## src/mte_pkg.sv

```systemverilog
// Shared types, code tables and the control store of the Morse timing encoder.
`timescale 1ns / 1ps

package mte_pkg;

  localparam int DotW = 16;
  localparam int DurW = 19;
  localparam int CharW = 8;
  localparam int SymW = 5;   // longest code: digits have five symbols
  localparam int CntW = 3;
  localparam int OutDataW = 24;

  localparam logic [DotW-1:0] DOT_TICKS_RST = 16'd100;

  localparam logic [CharW-1:0] CHAR_SPACE = 8'h20;
  localparam logic [CharW-1:0] CHAR_A = 8'h41;
  localparam logic [CharW-1:0] CHAR_Z = 8'h5A;
  localparam logic [CharW-1:0] CHAR_0 = 8'h30;
  localparam logic [CharW-1:0] CHAR_9 = 8'h39;

  // Symbol count and pattern (1 = dash), first symbol in the highest used bit.
  localparam logic [CntW-1:0] LETTER_LEN [26] = '{
    3'd2, 3'd4, 3'd4, 3'd3, 3'd1, 3'd4, 3'd3, 3'd4, 3'd2, 3'd4, 3'd3, 3'd4, 3'd2,
    3'd2, 3'd3, 3'd4, 3'd4, 3'd3, 3'd3, 3'd1, 3'd3, 3'd4, 3'd3, 3'd4, 3'd4, 3'd4
  };
  localparam logic [3:0] LETTER_PAT [26] = '{
    4'h1, 4'h8, 4'hA, 4'h4, 4'h0, 4'h2, 4'h6, 4'h0, 4'h0, 4'h7, 4'h5, 4'h4, 4'h3,
    4'h2, 4'h7, 4'h6, 4'hD, 4'h2, 4'h0, 4'h1, 4'h1, 4'h1, 4'h3, 4'h9, 4'hB, 4'hC
  };
  localparam logic [SymW-1:0] DIGIT_PAT [10] = '{
    5'h1F, 5'h0F, 5'h07, 5'h03, 5'h01, 5'h00, 5'h10, 5'h18, 5'h1C, 5'h1E
  };

  typedef enum logic [1:0] {
    CLS_SPACE,
    CLS_SYM,
    CLS_BAD
  } cls_t;

  // Decoded character: pattern left-aligned, current symbol in the top bit.
  typedef struct packed {
    cls_t            cls;
    logic [CntW-1:0] len;
    logic [SymW-1:0] pat;
  } dec_t;

  typedef enum logic [2:0] {
    ST_FETCH,
    ST_SPACE,
    ST_BAD,
    ST_LGAP,
    ST_SYM,
    ST_IGAP
  } step_t;

  typedef enum logic [2:0] {
    DUR_ZERO,
    DUR_ONE,
    DUR_THREE,
    DUR_SEVEN,
    DUR_SYM
  } dur_sel_t;

  typedef enum logic [1:0] {
    LAST_NO,
    LAST_YES,
    LAST_SYM
  } last_sel_t;

  typedef enum logic [1:0] {
    PREV_KEEP,
    PREV_CLEAR,
    PREV_CLEAR_IF_EOM,
    PREV_SET_NOT_EOM
  } prev_op_t;

  typedef enum logic [1:0] {
    JMP_DISPATCH,
    JMP_GOTO,
    JMP_LAST
  } jmp_t;

  typedef struct packed {
    logic      emit;
    logic      led;
    dur_sel_t  dur;
    logic      bad;
    last_sel_t last;
    prev_op_t  prev;
    logic      shift;
    jmp_t      jmp;
    step_t     target;
  } ctl_t;

  // Control store: one word per step.
  function automatic ctl_t ucode(input step_t s);
    ctl_t w;
    w = '{emit: 1'b0, led: 1'b0, dur: DUR_ZERO, bad: 1'b0, last: LAST_NO,
          prev: PREV_KEEP, shift: 1'b0, jmp: JMP_DISPATCH, target: ST_FETCH};
    case (s)
      ST_FETCH: begin
        w.jmp = JMP_DISPATCH;
      end
      ST_SPACE: begin
        w.emit = 1'b1;
        w.dur = DUR_SEVEN;
        w.last = LAST_YES;
        w.prev = PREV_CLEAR;
        w.jmp = JMP_GOTO;
        w.target = ST_FETCH;
      end
      ST_BAD: begin
        w.emit = 1'b1;
        w.bad = 1'b1;
        w.last = LAST_YES;
        w.prev = PREV_CLEAR_IF_EOM;
        w.jmp = JMP_GOTO;
        w.target = ST_FETCH;
      end
      ST_LGAP: begin
        w.emit = 1'b1;
        w.dur = DUR_THREE;
        w.jmp = JMP_GOTO;
        w.target = ST_SYM;
      end
      ST_SYM: begin
        w.emit = 1'b1;
        w.led = 1'b1;
        w.dur = DUR_SYM;
        w.last = LAST_SYM;
        w.prev = PREV_SET_NOT_EOM;
        w.jmp = JMP_LAST;
        w.target = ST_IGAP;
      end
      ST_IGAP: begin
        w.emit = 1'b1;
        w.dur = DUR_ONE;
        w.shift = 1'b1;
        w.jmp = JMP_GOTO;
        w.target = ST_SYM;
      end
      default: begin
        w.jmp = JMP_GOTO;
        w.target = ST_FETCH;
      end
    endcase
    return w;
  endfunction

endpackage

```

## src/mte_char_decode.sv

```systemverilog
// Character decoder: class, symbol count and left-aligned dot/dash pattern.
`timescale 1ns / 1ps

module mte_char_decode (
  input  logic [mte_pkg::CharW-1:0] char_code,
  output mte_pkg::dec_t             dec
);
  import mte_pkg::*;

  logic [4:0]      letter_idx;
  logic [3:0]      digit_idx;
  logic [CntW-1:0] lt_len;
  logic [3:0]      lt_pat;

  assign letter_idx = 5'(char_code - CHAR_A);
  assign digit_idx  = 4'(char_code - CHAR_0);

  always_comb begin
    lt_len = '0;
    lt_pat = '0;
    dec.cls = CLS_BAD;
    dec.len = CntW'(1);
    dec.pat = '0;
    if (char_code == CHAR_SPACE) begin
      dec.cls = CLS_SPACE;
    end else if (char_code >= CHAR_A && char_code <= CHAR_Z) begin
      lt_len = LETTER_LEN[letter_idx];
      lt_pat = LETTER_PAT[letter_idx];
      dec.cls = CLS_SYM;
      dec.len = lt_len;
      // move the first symbol up to the top bit
      dec.pat = SymW'({1'b0, lt_pat} << (CntW'(SymW) - lt_len));
    end else if (char_code >= CHAR_0 && char_code <= CHAR_9) begin
      dec.cls = CLS_SYM;
      dec.len = CntW'(SymW);
      dec.pat = DIGIT_PAT[digit_idx];
    end
  end

endmodule

```

## src/morse_timing_encoder.sv

```systemverilog
// Top level of the Morse timing encoder: sequencer, datapath and stream ports.
//
//  Channel  Dir  Handshake              Payload
//  in_      in   in_tvalid/in_tready    tdata = char_code, tlast = end_of_message
//  out_     out  out_tvalid/out_tready  tdata = led_on, duration_ticks;
//                                       tlast = last_of_char, tuser = bad_char
//  cfg_     in   cfg_wr_en              cfg_wr_data = dot_ticks
//
// Each character is taken in the fetch step and then yields one word per segment:
// one word for a space or an unknown code, up to ten for a digit after a letter. The step
// counter walks the control store and emits at most one segment per cycle.
// rst_n (synchronous) returns the sequencer to fetch, clears the letter flag
// and sets dot_ticks to 100. A stalled out_tready holds any emitting step while
// a word is pending; a new character is taken only in the fetch step.
`timescale 1ns / 1ps

module morse_timing_encoder (
  input  logic                            clk,
  input  logic                            rst_n,
  // config
  input  logic                            cfg_wr_en,
  input  logic [mte_pkg::DotW-1:0]        cfg_wr_data,
  // input stream
  input  logic                            in_tvalid,
  output logic                            in_tready,
  input  logic [mte_pkg::CharW-1:0]       in_tdata,   // [7:0] char_code
  input  logic                            in_tlast,   // end_of_message
  // result stream
  output logic                            out_tvalid,
  input  logic                            out_tready,
  output logic [mte_pkg::OutDataW-1:0]    out_tdata,  // [0] led_on, [19:1] duration_ticks
  output logic                            out_tlast,  // last_of_char
  output logic                            out_tuser   // bad_char
);
  import mte_pkg::*;

  step_t           step_r, step_nxt;
  logic [SymW-1:0] sym_r, sym_nxt;
  logic [CntW-1:0] cnt_r, cnt_nxt;
  logic            eom_r, eom_nxt;
  logic            prev_r, prev_nxt;
  logic [DotW-1:0] dot_r;

  logic            out_valid_r, out_valid_nxt;
  logic            out_led_r, out_led_nxt;
  logic [DurW-1:0] out_dur_r, out_dur_nxt;
  logic            out_bad_r, out_bad_nxt;
  logic            out_last_r, out_last_nxt;

  ctl_t            ctl;
  dec_t            dec;
  logic            out_free;
  logic            advance;
  logic            sym_last;
  logic [DurW-1:0] dot1, dot3, dot7, dur_val;
  logic            last_val;

  mte_char_decode u_dec (
    .char_code (in_tdata),
    .dec       (dec)
  );

  assign ctl       = ucode(step_r);
  assign in_tready = (step_r == ST_FETCH);
  assign out_free  = !out_valid_r || out_tready;
  assign sym_last  = (cnt_r == CntW'(1));

  assign dot1 = DurW'(dot_r);
  assign dot3 = (dot1 << 1) + dot1;
  assign dot7 = (dot1 << 3) - dot1;

  always_comb begin
    case (ctl.dur)
      DUR_ZERO:  dur_val = '0;
      DUR_ONE:   dur_val = dot1;
      DUR_THREE: dur_val = dot3;
      DUR_SEVEN: dur_val = dot7;
      DUR_SYM:   dur_val = sym_r[SymW-1] ? dot3 : dot1;
      default:   dur_val = '0;
    endcase
  end

  always_comb begin
    case (ctl.last)
      LAST_NO:  last_val = 1'b0;
      LAST_YES: last_val = 1'b1;
      LAST_SYM: last_val = sym_last;
      default:  last_val = 1'b0;
    endcase
  end

  always_comb begin
    step_nxt      = step_r;
    sym_nxt       = sym_r;
    cnt_nxt       = cnt_r;
    eom_nxt       = eom_r;
    prev_nxt      = prev_r;
    out_valid_nxt = out_valid_r;
    out_led_nxt   = out_led_r;
    out_dur_nxt   = out_dur_r;
    out_bad_nxt   = out_bad_r;
    out_last_nxt  = out_last_r;
    advance       = 1'b0;

    if (out_valid_r && out_tready) begin
      out_valid_nxt = 1'b0;
    end

    if (ctl.emit) begin
      // hold the step until the output register can take the word
      if (out_free) begin
        advance       = 1'b1;
        out_valid_nxt = 1'b1;
        out_led_nxt   = ctl.led;
        out_dur_nxt   = dur_val;
        out_bad_nxt   = ctl.bad;
        out_last_nxt  = last_val;
      end
    end else begin
      advance = in_tvalid;
    end

    if (advance) begin
      case (ctl.prev)
        PREV_KEEP:         prev_nxt = prev_r;
        PREV_CLEAR:        prev_nxt = 1'b0;
        PREV_CLEAR_IF_EOM: prev_nxt = prev_r && !eom_r;
        PREV_SET_NOT_EOM:  prev_nxt = sym_last ? !eom_r : prev_r;
        default:           prev_nxt = prev_r;
      endcase

      if (ctl.shift) begin
        sym_nxt = sym_r << 1;
        cnt_nxt = cnt_r - CntW'(1);
      end

      case (ctl.jmp)
        JMP_DISPATCH: begin
          sym_nxt = dec.pat;
          cnt_nxt = dec.len;
          eom_nxt = in_tlast;
          case (dec.cls)
            CLS_SPACE: step_nxt = ST_SPACE;
            CLS_SYM:   step_nxt = prev_r ? ST_LGAP : ST_SYM;
            CLS_BAD:   step_nxt = ST_BAD;
            default:   step_nxt = ST_BAD;
          endcase
        end
        JMP_GOTO: step_nxt = ctl.target;
        JMP_LAST: step_nxt = sym_last ? ST_FETCH : ctl.target;
        default:  step_nxt = ST_FETCH;
      endcase
    end
  end

  always_ff @(posedge clk) begin
    if (!rst_n) begin
      step_r      <= ST_FETCH;
      prev_r      <= 1'b0;
      out_valid_r <= 1'b0;
      dot_r       <= DOT_TICKS_RST;
    end else begin
      step_r      <= step_nxt;
      prev_r      <= prev_nxt;
      out_valid_r <= out_valid_nxt;
      if (cfg_wr_en) begin
        dot_r <= cfg_wr_data;
      end
    end
    sym_r      <= sym_nxt;
    cnt_r      <= cnt_nxt;
    eom_r      <= eom_nxt;
    out_led_r  <= out_led_nxt;
    out_dur_r  <= out_dur_nxt;
    out_bad_r  <= out_bad_nxt;
    out_last_r <= out_last_nxt;
  end

  assign out_tvalid = out_valid_r;
  assign out_tdata  = {(OutDataW - DurW - 1)'(0), out_dur_r, out_led_r};
  assign out_tlast  = out_last_r;
  assign out_tuser  = out_bad_r;

  // every accepted character yields at least one word before the next fetch
  a_busy_after_accept: assert property (@(posedge clk) disable iff (!rst_n)
    (in_tvalid && in_tready) |=> !in_tready)
    else $error("sequencer back in fetch right after taking a character");

  // a word that is not the last of its character means the sequencer is mid-character
  a_mid_char: assert property (@(posedge clk) disable iff (!rst_n)
    (out_tvalid && !out_tlast) |-> !in_tready)
    else $error("fetch while a character still has segments pending");

  // an invalid character is a single dark zero-length word
  a_bad_word: assert property (@(posedge clk) disable iff (!rst_n)
    (out_tvalid && out_tuser) |-> (out_tlast && !out_tdata[0] && out_tdata[19:1] == '0))
    else $error("malformed invalid-character word");

  // lit segments only come from valid characters
  a_lit_valid: assert property (@(posedge clk) disable iff (!rst_n)
    (out_tvalid && out_tdata[0]) |-> !out_tuser)
    else $error("lit segment flagged as invalid");

endmodule
```

## config.mk

```make
export PLATFORM = sky130hd
export DESIGN_NAME = morse_timing_encoder
export DESIGN_NICKNAME = d
export VERILOG_FILES = /design/src/mte_pkg.sv /design/src/mte_char_decode.sv /design/src/morse_timing_encoder.sv
export SDC_FILE = /design/constraint.sdc
export NUM_CORES = 1
export LEC_CHECK = 0
export ABC_AREA = 1
export BUFFER_PORTS_ARGS = -buffer_cell sky130_fd_sc_hd__buf_2
export CAP_MARGIN = 25
export CORE_ASPECT_RATIO = 0.8
export CORE_MARGIN = 4
export CORE_UTILIZATION = 59
export DETAILED_ROUTE_END_ITERATION = 12
export PLACE_DENSITY = 0.81
export SKIP_CTS_REPAIR_TIMING = 1
export SYNTH_ARGS = -nofsm -noshare
export SYNTH_HDL_FRONTEND = slang
export SYNTH_SLANG_ARGS = --single-unit
```

## constraint.sdc

```tcl
create_clock -name clk -period 2.4 [get_ports clk]
set_input_delay 0.36 -clock clk [delete_from_list [all_inputs] [get_ports clk]]
set_output_delay 0.36 -clock clk [all_outputs]
set_load 0.1 [all_outputs]
```

==> Word-level counts from Yosys, hierarchy flattened <==
Memories as Yosys holds them, arrays and structs flattened.
Index checks and enable logic that the tools add are counted.
{ "word_totals": {"regBits": 52, "latch_bits": 0, "ram_bits": 0, "rom_bits": 304, "inputBits": 30, "output_inout_bits": 28, "elab_cells": 104, "n_memories": 3} }
{ "classes": {"add_sub_neg": 6, "mul": 0, "div_mod_pow": 0, "magnitude_cmp": 6, "n_eq_ne": 20, "shift": 1, "mux": 36, "n_bitwise": 3, "reduce_logical": 18} }
{ "memory_table": {"columns": ["name", "depth", "width", "rd", "rd_ports_with_merged_regs", "write_ports", "line_no", "rtl"], "rows": [
  ["(no name shown)", 32, 4, 1, 0, 0, "mte_char_decode.sv:28", "lt_pat = LETTER_PAT[letter_idx];"],
  ["(no name shown)", 32, 3, 1, 0, 0, "mte_char_decode.sv:27", "lt_len = LETTER_LEN[letter_idx];"],
  ["(no name shown)", 16, 5, 1, 0, 0, "mte_char_decode.sv:36", "dec.pat = DIGIT_PAT[digit_idx];"]
]} }
{ "op_table": {"columns": ["operator", "count"], "rows": [
  ["one-hot mux 19 bit (4 select lines)", 1],
  ["two-way mux 10 bit", 2],
  ["two-way mux 5 bit", 4],
  ["subtractor 19 x 16 -> 19 bit", 1],
  ["adder 17 x 16 -> 18 bit", 1],
  ["two-way mux 18 bit", 1],
  ["two-way mux 3 bit", 6],
  ["equality test 3 x 2 -> 1 bit, second input constant", 4],
  ["one-hot mux 3 bit (2 select lines)", 2],
  ["one-hot mux 3 bit (4 select lines)", 1],
  ["one-hot mux 4 bit (3 select lines)", 1],
  ["two-way mux 1 bit", 10],
  ["equality test 3 x 1 -> 1 bit, second input constant", 3],
  ["equality test 3 bit, second input constant", 3],
  ["one-hot mux 3 bit (3 select lines)", 1],
  ["equality test 2 x 1 -> 1 bit, second input constant", 4],
  ["equality test 2 bit, second input constant", 4],
  ["equality test 8 x 6 -> 1 bit, second input constant", 1],
  [">= comparator 8 x 6 -> 1 bit, second input constant", 1],
  [">= comparator 8 x 7 -> 1 bit, second input constant", 1],
  ["<= comparator 8 x 6 -> 1 bit, second input constant", 1],
  ["<= comparator 8 x 7 -> 1 bit, second input constant", 1],
  ["two-way mux 4 bit", 2],
  ["two-way mux 8 bit", 1],
  ["other kinds (25)", 33]
]} }

==> Depth between registers and ports, before layout <==
{ "logic_depth": {"depth_word": 12, "mapped_depth": 18, "depth_no_buf": 18} }

==> Cells and area by module <==
A second synthesis with hierarchy kept.
{ "hier_totals": {"cells_unflattened": 825, "area_unflattened_um2": 5242.5} }
{ "modules_own_cells": {"columns": ["module", "n_inst", "cells_per_inst", "area_each_um2", "seq_area_each_um2"], "rows": [
  ["morse_timing_encoder", 1, 622, 4190.3, 1351.3],
  ["mte_char_decode", 1, 203, 1052.3, 0.0]
]} }

==> Least setup slack after synthesis <==
OpenSTA, ideal clock, no wires.
{ "synth_timing": {"path_kind": "register to register", "start": "reg step_r[0]", "end": "reg cnt_r[2] (data pin)", "setup_ns": 0.164, "arrival_ns": 2.725, "t_required_ns": 2.236, "path_slack_ns": -0.489, "stages_incl_launch_ff": 10, "path_buffers": 0, "synth_period_minus_slack_ns": 2.889, "path_cell_list": "dfxtp_1 -> nor2_1 -> inv_1 -> nor2_1 -> inv_1 -> nor2_1 -> nand2_1 -> inv_1 -> o21ai_0 -> o21ai_0"} }
{ "synth_between": {"elab_chain_len": 4, "word_cells_on_any_way": 5, "classes_between": "eq/ne: 1; mux: 2; reduce/logical: 2"} }
{ "synth_lines": {"columns": ["element", "line_no", "rtl"], "rows": [
  ["start, declared", "morse_timing_encoder.sv:37", "step_t step_r, step_nxt;"],
  ["start signal, assigned", "morse_timing_encoder.sv:163", "step_r <= step_nxt;"],
  ["zero test 3 bit", null, null],
  ["named net in_tready", "morse_timing_encoder.sv:25", "output logic in_tready,"],
  ["one-hot mux 2 bit (2 select lines)", "mte_pkg.sv:100", "case (s)"],
  ["zero test 2 bit", "morse_timing_encoder.sv:137", "case (ctl.jmp)"],
  ["two-way mux 3 bit", "morse_timing_encoder.sv:137", null],
  ["end signal, assigned", "morse_timing_encoder.sv:171", "cnt_r <= cnt_nxt;"],
  ["end, declared", "morse_timing_encoder.sv:39", "logic [CntW-1:0] cnt_r, cnt_nxt;"]
]} }
The timed path passes the listed nets, and every way through them passes these cells.
A chain may end at the register's enable or synchronous reset.

==> Final worst setup path <==
{ "layout_timing": {"start": "reg dot_r[1]", "end": "reg out_dur_r[15] (data pin)"} }
{ "layout_between": {"elab_chain_len": 3, "word_cells_on_any_way": 4, "classes_between": "add/sub: 2; mux: 2"} }
{ "layout_lines": {"columns": ["element", "line_no", "rtl"], "rows": [
  ["start, declared", "morse_timing_encoder.sv:42", "logic [DotW-1:0] dot_r;"],
  ["start signal, assigned", "morse_timing_encoder.sv:167", "dot_r <= cfg_wr_data;"],
  ["adder 17 x 16 -> 18 bit", "morse_timing_encoder.sv:69", "assign dot3 = (dot1 << 1) + dot1;"],
  ["two-way mux 18 bit", "morse_timing_encoder.sv:78", "DUR_SYM: dur_val = sym_r[SymW-1] ? dot3 : dot1;"],
  ["one-hot mux 19 bit (4 select lines) (*)", "morse_timing_encoder.sv:73", "case (ctl.dur)"],
  ["named net dur_val[15]", "morse_timing_encoder.sv:55", "logic [DurW-1:0] dot1, dot3, dot7, dur_val;"],
  ["end signal, assigned", "morse_timing_encoder.sv:174", "out_dur_r <= out_dur_nxt;"],
  ["end, declared", "morse_timing_encoder.sv:46", "logic [DurW-1:0] out_dur_r, out_dur_nxt;"]
]} }
Mark *: on every way through the listed nets, which the timed path passes. The rest lies on a longest branch.

==> reports/summary.md <==
The residual DRC count was 0; the total of max-cap violations was 0. Synthesis produced 684 cells. For the setup-violating endpoint count in the final report, the log shows 0. Global routing finished with a remaining overflow of 0. The run gives 28 as the number of rows created at floorplan. Timing would allow up to 434 MHz. The transition time at the pin with the least slew margin works out to 0.711 ns. The worst setup path is of the reg -> reg kind. The remaining max-slew budget at the tightest pin is 0.526, and the proportion of layout cells with a drive suffix above 1 is 0.148.

The first global-routing pass estimated 20900 um of wire. The final layout contains routed wiring with a total length of 13100 um. Across the VDD grid, the largest voltage drop is 0.00103 V.

In the final layout, the multi-input gates occupy 2850 sq um. The proportion of synthesized chip area in sequential cells is 0.293. For this run, the post-layout net count is 828. In this run the static leakage power is 2.63 nW. For this design the top-level I/O count stands at 58. For the half-perimeter wire length after placement, the log shows 10200 um. Dividing the detail-routed via count by the number of cells gives 5.72.

The initial standard-cell utilization of the core is 0.616, and the layout overhead on the synthesized area is 13.3%. Data on the critical path is required at its endpoint by 2.46 ns. Total power for the finished layout comes to 5.80 mW. The number of antenna violations at the first check in global routing was 0. Before antenna repair, the detailed router went through 5 iterations.

The logs give 0.698 for the final design utilization and 0 for the yosys synthesis warning count. The final worst-path cycle share works out to 0.959. Category of the worst setup path launch point: a flop.

The antenna diode instance count was 0; the total track usage was 0.280. For the worst setup path, the data arrival time is 2.36 ns. The run finished with clean final reports. The tools report the area taken by flip-flops and latches as 1360 sq um. The highest fanout seen on the critical path was 4; the number of clock sinks seen by CTS was 52. The tools report the library cell used as clock root buffer as sky130_fd_sc_hd__clkbuf_8.

The class of the most critical hold timing path was in -> reg. The logs give 4389 for the via count of the first global-routing pass and 0 for the residual antenna-violating net count after detailed routing. The run gives 328 as the first-iteration detailed-routing DRC count. Commonest non-fill, non-tap cell in the layout: sky130_fd_sc_hd__nand2_1. The final weighted congestion in routability-driven placement is 0.976, and the mean cell area of the mapped netlist is 6.75 sq um. The die area came out at 9320 sq um.

The power density over cell area was 1110 nW/um^2; the worst setup skew after layout was 0.0113 ns. Buffers placed on the I/O ports in this run total 53. The tools report the count of final hold-check violations as 0.

The count of different cell masters after synthesis was 39. The tools report the clock network latency to the later pin of the worst-skew pair as 0.31 ns. The logs give 5100 sq um for the total cell area at the placement stage and 4915 for the routed via count.

In the layout the commonest cells are sky130_fd_sc_hd__nand2_1, sky130_fd_sc_hd__inv_1, sky130_fd_sc_hd__a21oi_1, sky130_fd_sc_hd__o21ai_0, sky130_fd_sc_hd__nand3_1. The minimum clock period after layout is 2.30 ns. The tools report the area of the mapped netlist as 4620 sq um. The die is 87.1 um tall. The number of storage elements in the synthesis netlist was 52; the largest net degree at the start of global routing was 27.

The average detailed-routed wire length per instance works out to 15.3 um. The number of slew-limit violations in the final report is 0. The core region is 7500 sq um. In this run the number of H-tree levels came out at 2.

The tools report the summed area of non-filler cells in the final layout as 5240 sq um. In this run the horizontal extent of the chip is 107 um. The number of clock buffers added by TritonCTS is 5. Counting the fill cells in the layout gives 680.

The clock slew at the register clock pins of the worst setup and hold paths was 0.10 ns. Category of the worst setup path capture point: a flop. The clock passes through at most 2 buffers.

TritonCTS built the clock tree.
[Yosys cell counts (all sizes together)]
master / instances / share of area
a21o: 2 / 0.0032
buf: 9 / 0.015
a31oi: 4 / 0.0054
o211ai: 7 / 0.011
o21ai: 62 / 0.067
nor3b: 1 / 0.0016
edfxtp: 31 / 0.20
nor2: 43 / 0.038
conb: 1 / 0.00081
or2: 5 / 0.0068
nand4: 7 / 0.0095
o21a: 2 / 0.0032
ha: 43 / 0.12
nor3: 7 / 0.0076
inv: 99 / 0.080
xor2: 3 / 0.0057
o221ai: 5 / 0.0095
xnor2: 3 / 0.0057
nand2: 189 / 0.16
o311ai: 1 / 0.0057
nand3b: 1 / 0.0016
o21bai: 2 / 0.0032
a21oi: 65 / 0.070
nor4: 1 / 0.0014
o22ai: 3 / 0.0041
o2111ai: 1 / 0.0019
fa: 1 / 0.0043
dfxtp: 21 / 0.091
a21boi: 1 / 0.0016
clkbuf: 6 / 0.0049
nand3: 56 / 0.061
a211oi: 2 / 0.0032
[critical path: stages, from the launching register on]
cell and delay [ns]:
sky130_fd_sc_hd__dfxtp_4 0.38, sky130_fd_sc_hd__ha_1 0.17, sky130_fd_sc_hd__inv_1 0.07, sky130_fd_sc_hd__fa_1 0.41, sky130_fd_sc_hd__inv_1 0.07, sky130_fd_sc_hd__nand2_1 0.04, sky130_fd_sc_hd__nand2_1 0.06, sky130_fd_sc_hd__nand2_1 0.05
sky130_fd_sc_hd__nand2_1 0.11, sky130_fd_sc_hd__a21oi_2 0.09, sky130_fd_sc_hd__inv_1 0.12, sky130_fd_sc_hd__nand2_1 0.11, sky130_fd_sc_hd__nand2_1 0.11, sky130_fd_sc_hd__nand2_1 0.07, sky130_fd_sc_hd__nand3_1 0.09, sky130_fd_sc_hd__nand4_1 0.10
[registers in the layout, summed over array words and instances, names as in the netlist]
register / count
out_dur_r: 19
dot_r: 16
sym_r: 5
cnt_r: 3
step_r: 3
eom_r: 1
out_led_r: 1
out_tlast: 1
out_tuser: 1
out_tvalid: 1
prev_r: 1
[cell families (layout without fill, tap and decap cells)]
kind of cell,Yosys count,after routing,synth area share
AOI/OAI and AO/OA,157,157,0.190
xor gates and xnor gates,6,6,0.0114
adders and majority gates,44,44,0.121
buffers and inverters,114,182,0.100
DFF,52,52,0.293
other,1,4,0.000812
and+or+nand+nor,310,310,0.284
[worst paths after layout]
path	startpoint	to	slack [ns]	cells after the start
max	dot_r[1]	out_dur_r[15]	0.1	15
min	in_tlast	eom_r	0.22	1
max reg2reg	dot_r[1]	out_dur_r[15]	0.1	15
min reg2reg	sym_r[1]	sym_r[2]	0.54	2
[cell type report]
cell class                 instances  share of cell area
tap                              105              0.0251
timing repair buffer              75              0.0822
inverter                          99              0.0710
multi-input combinational        521               0.545
clock buffer                       6              0.0139
sequential                        52               0.260
clock inverter                     2             0.00311
[per-stage QoR]
step                      setup WS, ns  std cells  hold slack (ns)  TNS [ns]
after floorplan                  0.129        687            0.459         0
after global placement         -0.0484        852            0.517   -0.0915
after detailed placement      -0.00998        852            0.512   -0.0132
after CTS                      -0.0296        860            0.213   -0.0296
after global routing          -0.00895        860            0.203  -0.00895
final                           0.0974        860            0.223         0
[metal layers]
metal | share of wire | up-vias | global-route usage
met5 | 0 | - | 0
met3 | 0.091 | 33 | 0.0452
met1 | 0.46 | 2196 | 0.406
met2 | 0.42 | 252 | 0.431
met4 | 0.022 | 0 | 0.0813
li1 | - | 2434 | -
[power breakdown]
group	total (mW)	internal [mW]	leakage (nW)	switching, mW
Clock	0.517	0.209	0.0414	0.308
Sequential	1.61	1.46	0.479	0.148
Combinational	3.68	0.762	2.11	2.92
No activity file was read; power rests on OpenSTA's default activity.
